===== config.mk =====
export PLATFORM = sky130hd
export DESIGN_NAME = power_rail_sequencer
export DESIGN_NICKNAME = d
export VERILOG_FILES = /design/src/rtl/prs_pkg.sv /design/src/rtl/power_rail_sequencer.sv
export SDC_FILE = /design/constraint.sdc
export NUM_CORES = 1
export LEC_CHECK = 0
export BUFFER_PORTS_ARGS = -buffer_cell sky130_fd_sc_hd__buf_2
export CAP_MARGIN = 30
export CORE_ASPECT_RATIO = 1.2
export CORE_UTILIZATION = 60
export DETAILED_ROUTE_END_ITERATION = 10
export PLACE_DENSITY = 0.78
export REMOVE_ABC_BUFFERS = 1
export SYNTH_ARGS = -nofsm -noshare
export SYNTH_HDL_FRONTEND = slang
export SYNTH_SLANG_ARGS = --single-unit

===== constraint.sdc =====
create_clock -name clk -period 5.9 [get_ports clk]
set_clock_uncertainty 0.2 [all_clocks]
set_input_delay 1.18 -clock clk [delete_from_list [all_inputs] [get_ports clk]]
set_output_delay 1.18 -clock clk [all_outputs]
set_load 0.05 [all_outputs]

===== src/rtl/prs_pkg.sv =====
// shared types, codes and pin-action functions for the power rail sequencer
package prs_pkg;

  // item kinds
  localparam logic [1:0] KIND_TICK    = 2'd0;
  localparam logic [1:0] KIND_START   = 2'd1;
  localparam logic [1:0] KIND_DISABLE = 2'd2;

  // configuration register indexes
  localparam logic [0:0] REG_FIRST_DELAY = 1'b0;
  localparam logic [0:0] REG_INTERVAL    = 1'b1;

  // bit positions in the pin level vector
  localparam int PIN_SOFT     = 0;
  localparam int PIN_SAFE_EN  = 1;
  localparam int PIN_CHG_EN   = 2;
  localparam int PIN_SAFE_RST = 3;
  localparam int PIN_CHG_RST  = 4;
  localparam int PIN_STATUS   = 5;
  localparam int PIN_W        = 6;

  localparam int TIMER_W = 16;

  typedef logic [PIN_W-1:0]   pins_t;
  typedef logic [TIMER_W-1:0] timer_t;
  typedef logic [3:0]         step_t;

  // sequence steps
  localparam step_t STEP_SOFT_ON    = 4'd0;
  localparam step_t STEP_STATUS_DIG = 4'd1;
  localparam step_t STEP_EN_ON      = 4'd2;
  localparam step_t STEP_RST_LOW_A  = 4'd3;
  localparam step_t STEP_RST_HIGH   = 4'd4;
  localparam step_t STEP_RST_LOW_B  = 4'd5;
  localparam step_t STEP_STATUS_ANA = 4'd6;
  localparam step_t STEP_EN_OFF     = 4'd7;
  localparam step_t STEP_SOFT_OFF   = 4'd8;
  localparam step_t STEP_DONE       = 4'd9;

  localparam timer_t FIRST_DELAY_RST = 16'd500;
  localparam timer_t INTERVAL_RST    = 16'd250;

  typedef enum logic [2:0] {
    ROLE_STAGE_ON,
    ROLE_STAGE_OFF,
    ROLE_CHG_ON,
    ROLE_CHG_OFF,
    ROLE_NONE
  } role_t;

  function automatic role_t rail_role(input int unsigned idx);
    role_t role;
    case (idx)
      0:       role = ROLE_STAGE_ON;
      1:       role = ROLE_STAGE_OFF;
      2:       role = ROLE_CHG_ON;
      3:       role = ROLE_CHG_OFF;
      default: role = ROLE_NONE;
    endcase
    return role;
  endfunction

  // off rails always pull their enable low
  function automatic pins_t set_enable(input pins_t pins, input role_t role, input logic lvl);
    pins_t p;
    p = pins;
    case (role)
      ROLE_STAGE_ON:  p[PIN_SAFE_EN] = lvl;
      ROLE_STAGE_OFF: p[PIN_SAFE_EN] = 1'b0;
      ROLE_CHG_ON:    p[PIN_CHG_EN]  = lvl;
      ROLE_CHG_OFF:   p[PIN_CHG_EN]  = 1'b0;
      default: ;
    endcase
    return p;
  endfunction

  function automatic pins_t set_reset(input pins_t pins, input role_t role, input logic lvl);
    pins_t p;
    p = pins;
    if (role == ROLE_STAGE_ON || role == ROLE_STAGE_OFF) p[PIN_SAFE_RST] = lvl;
    else if (role == ROLE_CHG_ON || role == ROLE_CHG_OFF) p[PIN_CHG_RST] = lvl;
    return p;
  endfunction

  function automatic pins_t step_pins(input pins_t pins, input role_t role, input step_t step);
    pins_t p;
    logic  stage;
    p = pins;
    stage = (role == ROLE_STAGE_ON) || (role == ROLE_STAGE_OFF);
    case (step)
      STEP_SOFT_ON:    if (role == ROLE_STAGE_ON) p[PIN_SOFT] = 1'b1;
      STEP_STATUS_DIG: if (stage) p[PIN_STATUS] = 1'b1;
      STEP_EN_ON:      p = set_enable(p, role, 1'b1);
      STEP_RST_LOW_A:  p = set_reset(p, role, 1'b0);
      STEP_RST_HIGH:   p = set_reset(p, role, 1'b1);
      STEP_RST_LOW_B:  p = set_reset(p, role, 1'b0);
      STEP_STATUS_ANA: if (stage) p[PIN_STATUS] = 1'b0;
      STEP_EN_OFF:     p = set_enable(p, role, 1'b0);
      STEP_SOFT_OFF:   if (role == ROLE_STAGE_ON) p[PIN_SOFT] = 1'b0;
      default: ;
    endcase
    return p;
  endfunction

endpackage


===== src/rtl/power_rail_sequencer.sv =====
// power rail sequencer top level: rail state, tick scheduling and result register
//
// input channel (in_valid/in_ready) carries one item: a tick, a start request or a
// disable request for one rail; out channel (out_valid/out_ready) returns one
// transfer per item with the pin levels, ready flags and busy flag after the update
// latency: the result is valid the cycle after the input transfer
// throughput: one item per cycle while results are taken; a single pass of a
// priority pick over the rails, one 16-bit timer decrement and compare, and the
// step decode sits between the rail state registers and the result register
// the output register frees in the same cycle it is taken, so in_ready is high
// whenever the result register is empty or being drained
// when the receiver stalls, the held result blocks new input (in_ready low) and
// rail state does not change, so nothing is lost or repeated
// reset (rst_n low, synchronous): all rails finished with no request or done flag,
// timers zero, all pins low, delays back to 500 and 250 ticks, no result pending
// configuration: cfg_we writes register cfg_index (0 first step delay, 1 step
// interval) at once; other indexes are ignored
// a tick only advances the lowest-numbered rail with a pending request
module power_rail_sequencer
  import prs_pkg::*;
#(
  parameter int NUM_RAILS = 4
) (
  input  logic        clk,
  input  logic        rst_n,
  input  logic        cfg_we,
  input  logic [0:0]  cfg_index,
  input  logic [15:0] cfg_wdata,
  input  logic        in_valid,
  output logic        in_ready,
  input  logic [1:0]  in_kind,
  input  logic [1:0]  in_rail,
  output logic        out_valid,
  input  logic        out_ready,
  output logic        out_soft_start_pin,
  output logic        out_safety_enable_pin,
  output logic        out_charger_enable_pin,
  output logic        out_safety_reset_pin,
  output logic        out_charger_reset_pin,
  output logic        out_status_pins_digital,
  output logic        out_power_stage_ready,
  output logic        out_charger_ready,
  output logic        out_sequence_busy
);

  localparam int RAIL_W = (NUM_RAILS > 1) ? $clog2(NUM_RAILS) : 1;

  // configuration registers
  timer_t first_delay_r;
  timer_t interval_r;

  // per-rail sequencing state
  step_t                step_r    [NUM_RAILS];
  step_t                step_nxt  [NUM_RAILS];
  timer_t               timer_r   [NUM_RAILS];
  timer_t               timer_nxt [NUM_RAILS];
  logic [NUM_RAILS-1:0] req_r, req_nxt;
  logic [NUM_RAILS-1:0] done_r, done_nxt;
  pins_t                pins_r, pins_nxt;

  // result register
  logic  out_valid_r;
  pins_t out_pins_r;
  logic  out_stage_rdy_r, out_chg_rdy_r, out_busy_r;

  logic              accept;
  logic              found;
  logic [RAIL_W-1:0] sel;
  logic [RAIL_W-1:0] rail_idx;
  logic              rail_ok;
  timer_t            tdec;

  assign in_ready = !out_valid_r || out_ready;
  assign accept   = in_valid && in_ready;
  assign rail_idx = RAIL_W'(in_rail);
  assign rail_ok  = (int'(in_rail) < NUM_RAILS);

  // lowest-numbered rail with a pending request
  always_comb begin
    found = 1'b0;
    sel   = '0;
    for (int i = NUM_RAILS - 1; i >= 0; i--) begin
      if (req_r[i]) begin
        found = 1'b1;
        sel   = RAIL_W'(i);
      end
    end
  end

  // timer of the picked rail after one tick
  assign tdec = (timer_r[sel] != '0) ? timer_r[sel] - timer_t'(1) : timer_r[sel];

  always_comb begin
    step_nxt  = step_r;
    timer_nxt = timer_r;
    req_nxt   = req_r;
    done_nxt  = done_r;
    pins_nxt  = pins_r;
    if (accept) begin
      case (in_kind)
        KIND_TICK: begin
          if (found) begin
            if (tdec == '0) begin
              // expired: reload and take the current step
              timer_nxt[sel] = interval_r;
              if (step_r[sel] < STEP_DONE) begin
                pins_nxt      = step_pins(pins_r, rail_role(int'(sel)), step_r[sel]);
                step_nxt[sel] = step_r[sel] + step_t'(1);
                if (step_r[sel] == STEP_SOFT_ON) done_nxt[sel] = 1'b0;
                if (step_r[sel] == STEP_SOFT_OFF) begin
                  req_nxt[sel]  = 1'b0;
                  done_nxt[sel] = 1'b1;
                end
              end
            end else begin
              timer_nxt[sel] = tdec;
            end
          end
        end
        KIND_START: begin
          if (rail_ok) begin
            timer_nxt[rail_idx] = first_delay_r;
            step_nxt[rail_idx]  = STEP_SOFT_ON;
            req_nxt[rail_idx]   = 1'b1;
          end
        end
        KIND_DISABLE: begin
          if (rail_ok) begin
            done_nxt[rail_idx] = 1'b0;
            pins_nxt = set_enable(pins_r, rail_role(int'(rail_idx)), 1'b0);
          end
        end
        default: ;
      endcase
    end
  end

  // configuration writes
  always_ff @(posedge clk) begin
    if (!rst_n) begin
      first_delay_r <= FIRST_DELAY_RST;
      interval_r    <= INTERVAL_RST;
    end else if (cfg_we) begin
      unique case (cfg_index)
        REG_FIRST_DELAY: first_delay_r <= cfg_wdata;
        REG_INTERVAL:    interval_r    <= cfg_wdata;
        default: ;
      endcase
    end
  end

  // rail state update
  always_ff @(posedge clk) begin
    if (!rst_n) begin
      for (int i = 0; i < NUM_RAILS; i++) begin
        step_r[i]  <= STEP_DONE;
        timer_r[i] <= '0;
      end
      req_r  <= '0;
      done_r <= '0;
      pins_r <= '0;
    end else begin
      step_r  <= step_nxt;
      timer_r <= timer_nxt;
      req_r   <= req_nxt;
      done_r  <= done_nxt;
      pins_r  <= pins_nxt;
    end
  end

  // result register, loaded with the state after the update
  always_ff @(posedge clk) begin
    if (!rst_n) begin
      out_valid_r <= 1'b0;
    end else if (accept) begin
      out_valid_r <= 1'b1;
    end else if (out_ready) begin
      out_valid_r <= 1'b0;
    end
  end

  always_ff @(posedge clk) begin
    if (accept) begin
      out_pins_r      <= pins_nxt;
      out_stage_rdy_r <= done_nxt[0];
      out_chg_rdy_r   <= (NUM_RAILS > 2) ? done_nxt[RAIL_W'(2 % NUM_RAILS)] : 1'b0;
      out_busy_r      <= |req_nxt;
    end
  end

  assign out_valid               = out_valid_r;
  assign out_soft_start_pin      = out_pins_r[PIN_SOFT];
  assign out_safety_enable_pin   = out_pins_r[PIN_SAFE_EN];
  assign out_charger_enable_pin  = out_pins_r[PIN_CHG_EN];
  assign out_safety_reset_pin    = out_pins_r[PIN_SAFE_RST];
  assign out_charger_reset_pin   = out_pins_r[PIN_CHG_RST];
  assign out_status_pins_digital = out_pins_r[PIN_STATUS];
  assign out_power_stage_ready   = out_stage_rdy_r;
  assign out_charger_ready       = out_chg_rdy_r;
  assign out_sequence_busy       = out_busy_r;

endmodule

==> summary.md <==
| Metric | Value |
|---|---|
| Total global routing overflow | 0 |
| Vias post-DR | 8352 |
| Wire per inst | 21.7 um |
| RSZ-0062 raised after global routing | false |
| Clock Tree Root | clkbuf_16 |
| Area grow syn2layout | 10.7% |
| Min-delay worst type | flop to flop |
| Post-layout minimum cycle time | about 5.3 ns |
| Total GRT Usage | 38.7% |
| Arr. time, crit path | about 5.5 ns |
| Syn Inst Count | about 1000 |
| Final core utilization | 68.3% |
| Max-slew violations | 0 |
| Vias/cell | 7.02 |
| Async set-reset flop share out of synthesis | 0% |
| Status | finished, final reports clean |
| Max-Cap Viols | 0 |
| Post-CTS Setup Inserts | 0 |
| Worst path cell trace | nor4b_1 -> a221oi_2 -> a21boi_0 -> ha_1 -> nor4bb_1 -> nand3_1 -> nor4_1 -> xnor2_2 -> and4_1 -> and3_1 -> buf_12 -> a211oi_1 -> nor3_1 |
| Cell row count | 45 |
| Synth Area in Simple Gates | between 20% and 30% |
| CTS clk-pin slew, worst paths | 0.06 ns |
| Critical path type | flop to flop |
| Crit-path max cell delay | about 0.9 ns |
| RD Place Congestion | a little under 1 |
| Final WL | approximately 26000 um |
| Die height | about 130 um |
| CTS max path bufs | 2 |
| Largest net degree at the start of global routing | between 50 and 60 |
| Fill cells | between 1000 and 1500 |
| Xor and xnor area share after synthesis | around 1.4% |
| Commonest non-fill, non-tap cell in the layout | nand2_1 |
| Clock tree sinks | roughly 130 |
| Cell Pwr Density | between 200 and 300 nW/um2 |
| PortBufs | 35 |
| First-pass GRT wire length | 40700 um |
| Static leakage power | ~0.0033 uW |
| Die W | ~110 um |
| Post-Route Setup TNS | 0 ns |
| Max Clk Rate | 188 MHz |
| Synth Area in Adders | 1.12% |
| Final Cycle Share | 90.4% |
| Final hold violations | 0 |
| Main combinational cell family by area after synthesis | compound AO/OA/AOI/OAI gates |
| Nets | about 1000 |
| Critical path required time | a little over 6 ns |
| Post-Synthesis Cell Area | roughly 7800 um2 |
| Crit. End Element | flop |
| Routed Antenna Nets | 0 |
| #FFs+latches synth | ~130 |
| Die area | 13500 um2 |
| Final setup violation count | 0 |
| DRT Pass-1 Iters | 6 |
| Compound-gate portion of the synthesized area | a little under a third |
| Max VDD drop | about 180 uV |
| Distinct cells, synth | 83 |
| I/O Pins | 37 |
| Vias in the first global route | 7765 |
| Rel. slew slack | 32.8% |
| Post-synth EDFFs | 8 |
| Critical-path top delay cell | dfxtp_1 |
| Slew @ Worst Pin | approximately 1 ns |
| Most frequent cells in the layout | nand2_1 (161), dfxtp_1 (124), a21oi_1 (100) |
| Starting Density | between 60% and 70% |
| Worst path bufs/invs | 1 |
| Synth Flop Type | dfxtp_1 |
| Dpl hpwl | around 18000 um |
| Synthesized area per cell | ~7.7 um2 |
| Num CTS Buffers | 17 |
| N_diodes | 0 |
| FF-to-FF setup slack | about 0.57 ns |
| Iter 0 DRT Violations | 869 |
| Hold-fix buffers at CTS | 0 |
| Max FO, Critical Path | 38 |
| Mux cell area share after synthesis | less than 1% |
| CTS tree | done |
| Worst-skew pair later-pin latency | roughly 0.43 ns |
| Cell family with most CP delay | simple AND/OR/NAND/NOR gates |
| Setup crit start kind | flop |
| # H-tree levels | 4 |
| Ys Warns | 0 |
| Initial antenna violation count | 0 |
| Post_cts resized | 0 |
| Fraction of layout cells with a size suffix above 1 | 11.5% |
| Sequential area share after synthesis | between 30% and 40% |
| Core area | approximately 13000 um2 |
| DRC | 0 |
==> synthesized netlist by cell type, drive strengths merged, types with 5 or more instances <==
cell	count	area share (%)
and3b	5	0.56
or2	5	0.43
or3	5	0.46
nand4	14	1.2
and3	11	0.88
o211ai	29	2.8
dfxtp	124	32
a221oi	9	1.4
nor2b	12	0.96
nor4	8	1.2
nand2	161	7.7
o221ai	38	4.3
nor3b	7	0.74
a211o	5	0.56
o32ai	5	0.56
a221o	5	0.64
ha	7	1.1
nand2b	6	0.48
nor2	60	2.9
inv	16	0.77
xnor2	7	0.88
and4	5	0.56
a211oi	12	1.3
a2111oi	5	0.88
a31oi	39	3.1
edfxtp	8	3.1
nor4b	5	0.75
buf	25	1.9
nor3	29	2.0
clkbuf	60	2.9
a21oi	102	6.6
nand3b	5	0.48
nand3	49	3.1
and2	17	1.4
o21ai	75	4.8
==> state kept, by name, summed over array words and instances, names as in the netlist <==
signal and cells:
done_r 1, first_delay_r 16, interval_r 16, out_pins_r 6, out_power_stage_ready 1, out_sequence_busy 1
out_valid 1, pins_r 6, req_r 4, step_r 16, timer_r 64
==> where the power goes <==
| part | switching [uW] | internal (uW) |
|---|---|---|
| registers | 25.7 | 929 |
| logic | 364 | 167 |
| clock network | 403 | 698 |
==> through the flow <==
stage               hold WS, ns  setup slack, ns  cells  cell area [um2]  power [uW]
global route              0.290            0.138   1189             8660        2670
detailed placement        0.248            0.781   1157             8050        1480
global placement          0.245            0.961   1155             8020        1480
finish                    0.259            0.568   1189             8660        2590
CTS                       0.259            0.731   1189             8660        2560
floorplan                 0.230            0.848    933             7440        1310
==> final timing paths <==
| path | from | end | cells past startpoint |
|---|---|---|---|
| worst min register to register | first_delay_r[10]$_SDFFE_PN0P_ | first_delay_r[10]$_SDFFE_PN0P_ | 2 |
| worst min-delay path | first_delay_r[10]$_SDFFE_PN0P_ | first_delay_r[10]$_SDFFE_PN0P_ | 2 |
| worst max-delay path | req_r[1]$_SDFF_PN0_ | timer_r[24]$_SDFFE_PN0P_ | 13 |
| worst max register to register | req_r[1]$_SDFF_PN0_ | timer_r[24]$_SDFFE_PN0P_ | 13 |
==> routing by layer <==
layer  wire [um]  track usage [%]
met1        9890             46.3
met3        2270             8.42
met4        1320             21.2
met2       12400             64.4
met5           0                0
==> logic make-up after synthesis <==
kind of cell	after synthesis
AO/OA/AOI/OAI	355
XOR/XNOR	10
adder cells (fa/ha/maj)	7
buffers and inverters	101
flip-flops	132
multiplexers	2
other	1
AND/OR/NAND/NOR	410
==> worst min-delay path, stage by stage, from the launching register on <==
cell,delay (ns)
dfxtp_1,0.31
nand2_1,0.05
a21oi_1,0.05
==> cell type report <==
cell class | count | area, um2 | share of cell area, %
Tap cell | 164 | 205 | 2.37
Timing Repair Buffer | 60 | 398 | 4.60
Sequential cell | 132 | 2720 | 31.4
Clock inverter | 9 | 125 | 1.45
Multi-Input combinational cell | 785 | 4670 | 53.9
Inverter | 16 | 60.1 | 0.694
Clock buffer | 23 | 479 | 5.54
(Power assumes the default switching activity.)
